--- src/knorm_pkg.sv ---
// ----------------------------------------------------------------------------
// knorm_pkg: shared types and tables for the kana normalizer
// Result record, code point limits and the half-width, voiced, semi-voiced
// and long-vowel lookup tables.
// ----------------------------------------------------------------------------
`default_nettype none

package knorm_pkg;

  // Default saturation limit of the consumed point count
  localparam int MAX_TEXT = 256;

  localparam int CP_W  = 21;
  localparam int CNT_W = 9;

  // One result request on the output channel
  typedef struct packed {
    logic [CP_W-1:0]  code_point;
    logic [CNT_W-1:0] consumed_count;
    logic             is_empty;
    logic             last;
  } res_t;

  // UTF-16 and character range limits
  localparam logic [15:0] CU_LOW_SURR   = 16'hDC00;
  localparam logic [CP_W-1:0] CP_SUPP   = 21'h010000;
  localparam logic [CP_W-1:0] CP_END    = 21'h003000;
  localparam logic [CP_W-1:0] CP_WAVE   = 21'h00FF5E;
  localparam logic [CP_W-1:0] CP_VOICED = 21'h00FF9E;
  localparam logic [CP_W-1:0] CP_SEMI   = 21'h00FF9F;
  localparam logic [CP_W-1:0] CP_LONG   = 21'h0030FC;
  localparam logic [CP_W-1:0] KATA_LO   = 21'h0030A1;
  localparam logic [CP_W-1:0] KATA_HI   = 21'h0030F3;
  localparam logic [CP_W-1:0] KATA_OFS  = 21'h000060;
  localparam logic [CP_W-1:0] HALF_LO   = 21'h00FF66;
  localparam logic [CP_W-1:0] HALF_HI   = 21'h00FF9D;
  localparam logic [CP_W-1:0] VOI_LO    = 21'h00FF73;
  localparam logic [CP_W-1:0] VOI_HI    = 21'h00FF8E;
  localparam logic [CP_W-1:0] SEMI_LO   = 21'h00FF8A;
  localparam logic [CP_W-1:0] HIRA_LO   = 21'h003041;
  localparam logic [CP_W-1:0] HIRA_HI   = 21'h003094;

  localparam logic [15:0] KV_A = 16'h3042;
  localparam logic [15:0] KV_I = 16'h3044;
  localparam logic [15:0] KV_U = 16'h3046;
  localparam logic [15:0] KV_L = 16'h30FC;
  localparam logic [15:0] KV_0 = 16'h0000;

  // Half-width katakana U+FF66..U+FF9D to hiragana
  localparam logic [15:0] HALF_TAB [56] = '{
    16'h3092, 16'h3041, 16'h3043, 16'h3045, 16'h3047, 16'h3049, 16'h3083,
    16'h3085, 16'h3087, 16'h3063, 16'h30FC, 16'h3042, 16'h3044, 16'h3046,
    16'h3048, 16'h304A, 16'h304B, 16'h304D, 16'h304F, 16'h3051, 16'h3053,
    16'h3055, 16'h3057, 16'h3059, 16'h305B, 16'h305D, 16'h305F, 16'h3061,
    16'h3064, 16'h3066, 16'h3068, 16'h306A, 16'h306B, 16'h306C, 16'h306D,
    16'h306E, 16'h306F, 16'h3072, 16'h3075, 16'h3078, 16'h307B, 16'h307E,
    16'h307F, 16'h3080, 16'h3081, 16'h3082, 16'h3084, 16'h3086, 16'h3088,
    16'h3089, 16'h308A, 16'h308B, 16'h308C, 16'h308D, 16'h308F, 16'h3093
  };

  // Voiced forms, indexed by previous raw point minus U+FF73
  localparam logic [15:0] VOICED_TAB [28] = '{
    16'h30F4, 16'hFF74, 16'hFF75, 16'h304C, 16'h304E, 16'h3050, 16'h3052,
    16'h3054, 16'h3056, 16'h3058, 16'h305A, 16'h305C, 16'h305E, 16'h3060,
    16'h3062, 16'h3065, 16'h3067, 16'h3069, 16'hFF85, 16'hFF86, 16'hFF87,
    16'hFF88, 16'hFF89, 16'h3070, 16'h3073, 16'h3076, 16'h3079, 16'h307C
  };

  // Semi-voiced forms, indexed by previous raw point minus U+FF8A
  localparam logic [15:0] SEMI_TAB [8] = '{
    16'h3071, 16'h3074, 16'h3077, 16'h307A, 16'h307D,
    16'h0000, 16'h0000, 16'h0000
  };

  // Vowel for a long-vowel mark, indexed by held hiragana minus U+3041
  localparam logic [15:0] VOWEL_TAB [128] = '{
    KV_L, KV_A, KV_L, KV_I, KV_L, KV_U, KV_L, KV_I,
    KV_L, KV_U, KV_A, KV_A, KV_I, KV_I, KV_U, KV_U,
    KV_I, KV_I, KV_U, KV_U, KV_A, KV_A, KV_I, KV_I,
    KV_U, KV_U, KV_I, KV_I, KV_U, KV_U, KV_A, KV_A,
    KV_I, KV_I, KV_0, KV_U, KV_U, KV_I, KV_I, KV_U,
    KV_U, KV_A, KV_I, KV_U, KV_I, KV_U, KV_A, KV_A,
    KV_A, KV_I, KV_I, KV_I, KV_U, KV_U, KV_U, KV_I,
    KV_I, KV_I, KV_U, KV_U, KV_U, KV_A, KV_I, KV_U,
    KV_I, KV_U, KV_A, KV_A, KV_U, KV_U, KV_U, KV_U,
    KV_A, KV_I, KV_U, KV_I, KV_U, KV_L, KV_A, KV_I,
    KV_I, KV_0, KV_0, KV_L, KV_0, KV_0, KV_0, KV_0,
    KV_0, KV_0, KV_0, KV_0, KV_0, KV_0, KV_0, KV_0,
    KV_0, KV_0, KV_0, KV_0, KV_0, KV_0, KV_0, KV_0,
    KV_0, KV_0, KV_0, KV_0, KV_0, KV_0, KV_0, KV_0,
    KV_0, KV_0, KV_0, KV_0, KV_0, KV_0, KV_0, KV_0,
    KV_0, KV_0, KV_0, KV_0, KV_0, KV_0, KV_0, KV_0
  };

endpackage

`default_nettype wire

--- src/kana_normalizer_top.sv ---
// ----------------------------------------------------------------------------
// kana_normalizer_top: UTF-16 to hiragana folding stream
// Top level: folding stage, output buffer and port mapping.
// ----------------------------------------------------------------------------
// Usage:
//   Input channel in_valid/in_stall/in_code_unit carries one UTF-16 code unit
//   per request. Output channel out_valid/out_stall carries one folded
//   character with its consumed point count, an empty flag and a last flag.
//   A character is released when the next character or the end of text
//   arrives, since a following voiced mark may still replace it.
//   Throughput: one code unit per cycle while in_stall is low, set by the single fold stage.
//   A result is registered in the output register, or in the skid stage while
//   the receiver stalls, when the unit that releases it is accepted.
//   Reset (rst_n low, synchronous) empties the output and clears all text
//   state. When the receiver stalls, the output register holds its request
//   and one more result goes to the skid stage; in_stall rises only while
//   that skid stage is occupied.
// ----------------------------------------------------------------------------
`default_nettype none

module kana_normalizer_top #(
  parameter int MaxText = knorm_pkg::MAX_TEXT
) (
  input  wire logic        clk,
  input  wire logic        rst_n,
  input  wire logic        in_valid,
  output logic             in_stall,
  input  wire logic [15:0] in_code_unit,
  output logic             out_valid,
  input  wire logic        out_stall,
  output logic [20:0]      out_code_point,
  output logic [8:0]       out_consumed_count,
  output logic             out_is_empty,
  output logic             out_last
);
  import knorm_pkg::*;

  logic acc;
  logic res_vld;
  res_t res, out_data;

  assign acc = in_valid && !in_stall;

  // Fold stage
  knorm_fold #(
    .MaxText(MaxText)
  ) u_fold (
    .clk    (clk),
    .rst_n  (rst_n),
    .acc    (acc),
    .unit   (in_code_unit),
    .res_vld(res_vld),
    .res    (res)
  );

  // Result register and skid stage
  knorm_out_buf u_out_buf (
    .clk      (clk),
    .rst_n    (rst_n),
    .push     (acc && res_vld),
    .push_data(res),
    .out_stall(out_stall),
    .out_valid(out_valid),
    .out_data (out_data),
    .full     (in_stall)
  );

  // Break out result fields
  assign out_code_point     = out_data.code_point;
  assign out_consumed_count = out_data.consumed_count;
  assign out_is_empty       = out_data.is_empty;
  assign out_last           = out_data.last;

`ifndef NO_ASSERTIONS
  a_reset_empty: assert property (@(posedge clk) !rst_n |=> !out_valid && !in_stall)
    else $error("output not empty after reset");

  a_skid_order: assert property (@(posedge clk) disable iff (!rst_n)
    in_stall |-> out_valid)
    else $error("skid occupied while output register empty");

  a_empty_last: assert property (@(posedge clk) disable iff (!rst_n)
    out_valid && out_is_empty |-> out_last && out_code_point == '0
      && out_consumed_count == '0)
    else $error("empty marker malformed");

  a_stall_fill: assert property (@(posedge clk) disable iff (!rst_n)
    out_valid && out_stall && acc && res_vld |=> in_stall)
    else $error("result lost while output stalled");
`endif

endmodule

`default_nettype wire

--- src/knorm_fold.sv ---
// ----------------------------------------------------------------------------
// knorm_fold: surrogate pairing, kana folding and hold-back state
// Updates the text state on each accepted code unit and produces at most
// one result request for the output buffer.
// ----------------------------------------------------------------------------
`default_nettype none

module knorm_fold #(
  parameter int MaxText = knorm_pkg::MAX_TEXT
) (
  input  wire logic        clk,
  input  wire logic        rst_n,
  input  wire logic        acc,
  input  wire logic [15:0] unit,
  output logic             res_vld,
  output knorm_pkg::res_t  res
);
  import knorm_pkg::*;

  localparam int CW = $clog2(MaxText + 1);
  localparam logic [CW-1:0] CNT_MAX = CW'(MaxText);

  logic            held_valid_r, held_valid_nxt;
  logic [CP_W-1:0] held_char_r, held_char_nxt;
  logic [CW-1:0]   held_count_r, held_count_nxt;
  logic [CP_W-1:0] prev_raw_r, prev_raw_nxt;
  logic            high_pending_r, high_pending_nxt;
  logic [9:0]      high_bits_r, high_bits_nxt;
  logic [CW-1:0]   point_count_r, point_count_nxt;

  logic            is_hi, is_lo, has_point;
  logic [CP_W-1:0] cp, conv;
  logic [CW-1:0]   cnt_inc;
  logic [15:0]     half_ofs, voi_ofs, semi_ofs, hira_ofs;
  logic [15:0]     vowel;

  // Classify the code unit
  assign is_hi = (unit[15:10] == 6'b110110);
  assign is_lo = (unit[15:10] == 6'b110111);

  // Table offsets; only used when the range check passes
  assign half_ofs = cp[15:0] - HALF_LO[15:0];
  assign voi_ofs  = prev_raw_r[15:0] - VOI_LO[15:0];
  assign semi_ofs = prev_raw_r[15:0] - SEMI_LO[15:0];
  assign hira_ofs = held_char_r[15:0] - HIRA_LO[15:0];
  assign vowel    = VOWEL_TAB[hira_ofs[6:0]];

  // Saturating point count
  assign cnt_inc = (point_count_r < CNT_MAX) ? point_count_r + CW'(1) : point_count_r;

  // Pair surrogates into one code point
  always_comb begin
    has_point = 1'b1;
    if (high_pending_r && is_lo) begin
      cp = CP_SUPP + {1'b0, high_bits_r, unit[9:0]};
    end else begin
      cp = {5'b0, unit};
      if (is_hi) begin
        has_point = 1'b0;
      end
    end
  end

  // Fold katakana, half-width katakana and long-vowel marks for a plain character
  always_comb begin
    conv = cp;
    if (cp >= KATA_LO && cp <= KATA_HI) begin
      conv = cp - KATA_OFS;
    end else if (cp >= HALF_LO && cp <= HALF_HI) begin
      conv = {5'b0, HALF_TAB[half_ofs[5:0]]};
    end else if (cp == CP_LONG && held_valid_r && held_char_r >= HIRA_LO
                 && held_char_r <= HIRA_HI && vowel != KV_0) begin
      conv = {5'b0, vowel};
    end
  end

  // Next text state and result request
  always_comb begin
    held_valid_nxt   = held_valid_r;
    held_char_nxt    = held_char_r;
    held_count_nxt   = held_count_r;
    prev_raw_nxt     = prev_raw_r;
    high_pending_nxt = 1'b0;
    high_bits_nxt    = high_bits_r;
    point_count_nxt  = point_count_r;
    res_vld          = 1'b0;
    res              = '0;
    res.code_point     = held_char_r;
    res.consumed_count = CNT_W'(held_count_r);

    if (!has_point) begin
      // Wait for the low half
      high_pending_nxt = 1'b1;
      high_bits_nxt    = unit[9:0];
    end else if (cp <= CP_END || cp == CP_WAVE) begin
      // End of text: flush held character or send the empty marker
      res_vld  = 1'b1;
      res.last = 1'b1;
      if (!held_valid_r) begin
        res.code_point     = '0;
        res.consumed_count = '0;
        res.is_empty       = 1'b1;
      end
      held_valid_nxt  = 1'b0;
      held_char_nxt   = '0;
      held_count_nxt  = '0;
      prev_raw_nxt    = '0;
      high_bits_nxt   = '0;
      point_count_nxt = '0;
    end else begin
      point_count_nxt = cnt_inc;
      prev_raw_nxt    = cp;
      held_count_nxt  = cnt_inc;
      if (held_valid_r && cp == CP_VOICED && prev_raw_r >= VOI_LO
          && prev_raw_r <= VOI_HI) begin
        // Merge voiced mark into the held character
        held_char_nxt = {5'b0, VOICED_TAB[voi_ofs[4:0]]};
      end else if (held_valid_r && cp == CP_SEMI && prev_raw_r >= SEMI_LO
                   && prev_raw_r <= VOI_HI) begin
        // Merge semi-voiced mark into the held character
        held_char_nxt = {5'b0, SEMI_TAB[semi_ofs[2:0]]};
      end else begin
        // Release the held character and hold the new one
        res_vld        = held_valid_r;
        held_valid_nxt = 1'b1;
        held_char_nxt  = conv;
      end
    end
  end

  // Advance text state on each accepted unit
  always_ff @(posedge clk) begin
    if (!rst_n) begin
      held_valid_r   <= 1'b0;
      held_char_r    <= '0;
      held_count_r   <= '0;
      prev_raw_r     <= '0;
      high_pending_r <= 1'b0;
      high_bits_r    <= '0;
      point_count_r  <= '0;
    end else if (acc) begin
      held_valid_r   <= held_valid_nxt;
      held_char_r    <= held_char_nxt;
      held_count_r   <= held_count_nxt;
      prev_raw_r     <= prev_raw_nxt;
      high_pending_r <= high_pending_nxt;
      high_bits_r    <= high_bits_nxt;
      point_count_r  <= point_count_nxt;
    end
  end

endmodule

`default_nettype wire

--- src/knorm_out_buf.sv ---
// ----------------------------------------------------------------------------
// knorm_out_buf: result register with skid stage
// Holds result requests for the output channel and keeps the input side
// running while the receiver stalls, until the skid stage is occupied.
// ----------------------------------------------------------------------------
`default_nettype none

module knorm_out_buf (
  input  wire logic            clk,
  input  wire logic            rst_n,
  input  wire logic            push,
  input  wire knorm_pkg::res_t push_data,
  input  wire logic            out_stall,
  output logic                 out_valid,
  output knorm_pkg::res_t      out_data,
  output logic                 full
);
  import knorm_pkg::*;

  logic out_valid_r, skid_valid_r;
  res_t out_data_r, skid_data_r;
  logic out_free;

  assign out_free  = !out_valid_r || !out_stall;
  assign out_valid = out_valid_r;
  assign out_data  = out_data_r;
  assign full      = skid_valid_r;

  // Control: refill from skid first, else take the new request
  always_ff @(posedge clk) begin
    if (!rst_n) begin
      out_valid_r  <= 1'b0;
      skid_valid_r <= 1'b0;
    end else if (out_free) begin
      out_valid_r  <= skid_valid_r || push;
      skid_valid_r <= 1'b0;
    end else if (push) begin
      skid_valid_r <= 1'b1;
    end
  end

  // Payload: move data without reset
  always_ff @(posedge clk) begin
    if (out_free) begin
      out_data_r <= skid_valid_r ? skid_data_r : push_data;
    end else if (push) begin
      skid_data_r <= push_data;
    end
  end

endmodule

`default_nettype wire
--- config.mk ---
export PLATFORM = sky130hd
export DESIGN_NAME = kana_normalizer_top
export DESIGN_NICKNAME = d
export VERILOG_FILES = /design/src/knorm_pkg.sv /design/src/kana_normalizer_top.sv /design/src/knorm_fold.sv /design/src/knorm_out_buf.sv
export SDC_FILE = /design/constraint.sdc
export NUM_CORES = 1
export LEC_CHECK = 0
export ABC_AREA = 1
export BUFFER_PORTS_ARGS = -buffer_cell sky130_fd_sc_hd__buf_4
export CAP_MARGIN = 10
export CORE_MARGIN = 4
export CORE_UTILIZATION = 50
export CTS_CLUSTER_DIAMETER = 40
export CTS_CLUSTER_SIZE = 8
export DETAILED_ROUTE_END_ITERATION = 10
export GPL_TIMING_DRIVEN = 1
export PLACE_DENSITY_LB_ADDON = 0.15
export SETUP_SLACK_MARGIN = 0.5
export SLEW_MARGIN = 10
export SYNTH_ARGS = -nofsm -noshare
export SYNTH_HDL_FRONTEND = slang
export SYNTH_HIERARCHICAL = 1
export SYNTH_SLANG_ARGS = --single-unit
--- constraint.sdc ---
create_clock -name clk -period 5.59 [get_ports clk]
set_input_delay 1.677 -clock clk [delete_from_list [all_inputs] [get_ports clk]]
set_output_delay 1.677 -clock clk [all_outputs]
set_load 0.01 [all_outputs]
==> impl_metrics.yaml <==
timing:
  setup_tns_ns: 0
  report.final.slew_viol_count: 0
  worst_slew_pin_slew_ns: 1.02
  min_period_ns: 4.29
  max_freq_mhz: 233
  period_share: 0.767
  hold_violations: 0
  slew-limit-headroom: 0.320
  setup_viol: 0
  rsz0062_at_grt: "no"
  fin_skew_ns: 0.00585
floorplanning:
  core_region_area_um2: 16600
  die_area_um2: 19100
  pin_count: 54
  dieWidth_um: 138
  num_rows: 47
  die_h_um: 138
  start_util: 0.510
critical_path:
  cp-end-kind: "flip-flop"
  reg2reg_depth: 21
  r2r-end: "u_fold/held_char_r[14]$_SDFFE_PN0P_"
  worstPathRequired_ns: 5.72
  start_kind: "input port"
  timing.critical_path.to: "u_out_buf/skid_data_r[31]$_DFFE_PP_"
  r2r_slack_ns: 2.04
  crit_type: "in -> reg"
  timing.rr.start: "u_fold/held_char_r[0]$_SDFFE_PN0P_"
  critPathLaunch: "in_code_unit[15]"
  arrival_ns: 4.42
  critPathMaxFanout: 27
place:
  portBuffers: 53
  dp_hpwl_mm: 16.1
  gp_congestion: 0.935
  dpl-instance-area_um2: 8970
detailed_routing:
  routed_wl_mm: 21.8
  drc: 0
  vias: 7786
  ant_nets: 0
  wl_per_cell_um: 15.1
  first_pass_iters: 5
  viasPerCell: 5.41
  drt-initial-drc-count: 646
yosys:
  seq_area_frac_synth: 0.381
  ys_seq_elements: 129
  yosys_warnings: 6
  synthesis.nets: 1225
  synth_ff_type: "dfxtp_1"
  synthArstFlopShare: 0
  synth_area_um2: 8460
  syn-instance-count: 1164
  synth_area_per_cell_um2: 7.27
  ys_types: 47
  synth-edff-count: 64
clocking:
  clk_pin_slew_ns: 0.06
  cts_buffer_depth: 2
  cts_tree: "yes"
  cts_resized: 0
  cts_hold_buf: 0
  clock_sinks: 129
  cts_max_level: 4
  cts_root_buffer: "clkbuf_16"
  cts_setup_buffers: 0
  clock_latency_ns: 0.43
  cts_buffers: 17
global_routing:
  grt_usage: 0.226
  antenna_found_initial: 0
  grt_max_degree: 69
  globalRouteOverflowTotal: 0
  grt_pass1_vias: 7118
  grt_pass1_wl_mm: 35.7
power:
  vdd_drop_max_mv: 0.193
  p_per_area_nw_per_um2: 275
  power.leakage_uw: 0.00405
final_layout:
  drive_gt1_frac: 0.125
  fin_area_um2: 9560
  nets: 1268
  diodes: 0
  area.growth.synth_to_final_pct: 13.1
run_status:
  status: "completed"
worst_hold_path:
  hold_path.class: "reg -> reg"
job:
  drv_cap: 0
stage by stage:
stage               worst slack, ns  hold slack (ns)   util  power, µW  instances
floorplan                     0.982            0.436      -       1390       1164
global placement              0.953            0.449  0.541       1520       1408
detailed placement            0.885            0.456  0.541       1520       1408
CTS                            1.30            0.465  0.577       2650       1439
global route                   1.00            0.492  0.577       2750       1439
finish                         1.30            0.460  0.577       2630       1439
sequential cells by signal (all words and copies together) (netlist names):
signal                 flops
u_fold/held_valid_r        1
u_fold/point_count_r       9
u_out_buf/out_data        32
u_out_buf/skid_data_r     32
u_fold/prev_raw_r         21
u_fold/high_pending_r      1
u_out_buf/full             1
u_fold/high_bits_r        10
u_fold/held_char_r        21
u_out_buf/out_valid        1
power breakdown:
| part | total, µW | switching, µW | internal, µW |
|---|---|---|---|
| combinational | 446 | 297 | 150 |
| clock | 1120 | 425 | 698 |
| sequential | 1060 | 24.6 | 1040 |
placed cells by master (no fill, tap or decap), types with 5 or more instances in the layout:
| cell type | n |
|---|---|
| a21oi_1 | 44 |
| buf_4 | 58 |
| clkbuf_16 | 17 |
| clkinv_1 | 8 |
| dfxtp_1 | 64 |
| edfxtp_1 | 64 |
| ha_1 | 41 |
| inv_1 | 152 |
| inv_2 | 8 |
| nand2_1 | 281 |
| nand2_2 | 14 |
| nand2_4 | 7 |
| nand3_1 | 91 |
| nand3_2 | 5 |
| nand3b_1 | 7 |
| nand4_1 | 24 |
| nor2_1 | 116 |
| nor2_2 | 8 |
| nor2_4 | 8 |
| nor3_1 | 17 |
| o2111ai_1 | 5 |
| o211ai_1 | 7 |
| o21ai_0 | 76 |
| o21ai_1 | 28 |
| o22ai_1 | 6 |
| o31ai_1 | 5 |
| o32ai_1 | 12 |
| or2_2 | 5 |
layout make-up:
cell class,count,area (µm²)
Clock buffer,18,429
Clock inverter,13,160
Fill cell,1634,7020
Timing Repair Buffer,59,455
Multi-Input combinational cell,832,4380
Tap cell,220,275
Sequential cell,129,3220
Inverter,168,636
kinds of logic after synthesis:
family | after synthesis | share of synthesized area
simple gates | 591 | 0.320
buf+inv | 203 | 0.101
fa+ha+maj | 41 | 0.0607
compound gates | 196 | 0.133
flops | 129 | 0.381
xor+xnor | 4 | 0.00414
worst min path at each step:
stage / cells after the start / to / slack (ns) / from
6_report: 2 / u_fold/high_bits_r[5]$_SDFFE_PN0P_ / 0.46 / u_fold/high_bits_r[5]$_SDFFE_PN0P_
5_1_grt: 2 / u_fold/high_bits_r[5]$_SDFFE_PN0P_ / 0.49 / u_fold/high_bits_r[5]$_SDFFE_PN0P_
4_1_cts: 2 / u_fold/high_bits_r[5]$_SDFFE_PN0P_ / 0.46 / u_fold/high_bits_r[5]$_SDFFE_PN0P_
3_5_place_dp: 2 / u_fold/high_bits_r[5]$_SDFFE_PN0P_ / 0.46 / u_fold/high_bits_r[5]$_SDFFE_PN0P_
3_3_place_gp: 2 / u_fold/high_bits_r[5]$_SDFFE_PN0P_ / 0.45 / u_fold/high_bits_r[5]$_SDFFE_PN0P_
2_1_floorplan: 2 / u_fold/high_bits_r[2]$_SDFFE_PN0P_ / 0.44 / u_fold/high_bits_r[2]$_SDFFE_PN0P_
cells in the mapped netlist (all sizes together) (3+ instances only):
library cell	count	share of area
nand2	302	0.14
inv	162	0.072
nor2	132	0.068
o21ai	105	0.063
nand3	97	0.062
dfxtp	65	0.15
edfxtp	64	0.23
a21oi	46	0.028
ha	41	0.061
nand4	25	0.020
buf	19	0.019
nor3	17	0.010
clkbuf	16	0.0072
o32ai	12	0.012
nand3b	7	0.0062
o211ai	7	0.0062
clkinv	6	0.0027
o22ai	6	0.0044
o2111ai	5	0.0052
o31ai	5	0.0044
or2	5	0.0037
nor4	4	0.0037
o21bai	3	0.0027
xor2	3	0.0031
worst max-delay path, cell delays in order:
cell and delay, ns:
buf_4 0.09, nand2_1 0.09, nor2_2 0.43, nand2_2 0.16, nand2_1 0.09, nand2_1 0.09, nor2_4 0.17, inv_2 0.07
nor2_4 0.20, nand4_1 0.13, nand2_2 0.20, inv_4 0.07, o31ai_1 0.07, inv_1 0.07, nor2_2 0.13, inv_1 0.06
nor2_2 0.34, buf_12 0.24
layer usage:
layer	up-vias	global-route usage	routed length, µm
li1	3951	-	-
met2	263	0.359	9990
met5	-	0	0
met4	0	0.0650	363
met3	30	0.0515	1350
met1	3542	0.312	10100
Note: power is estimated with default switching activity, not from simulation.
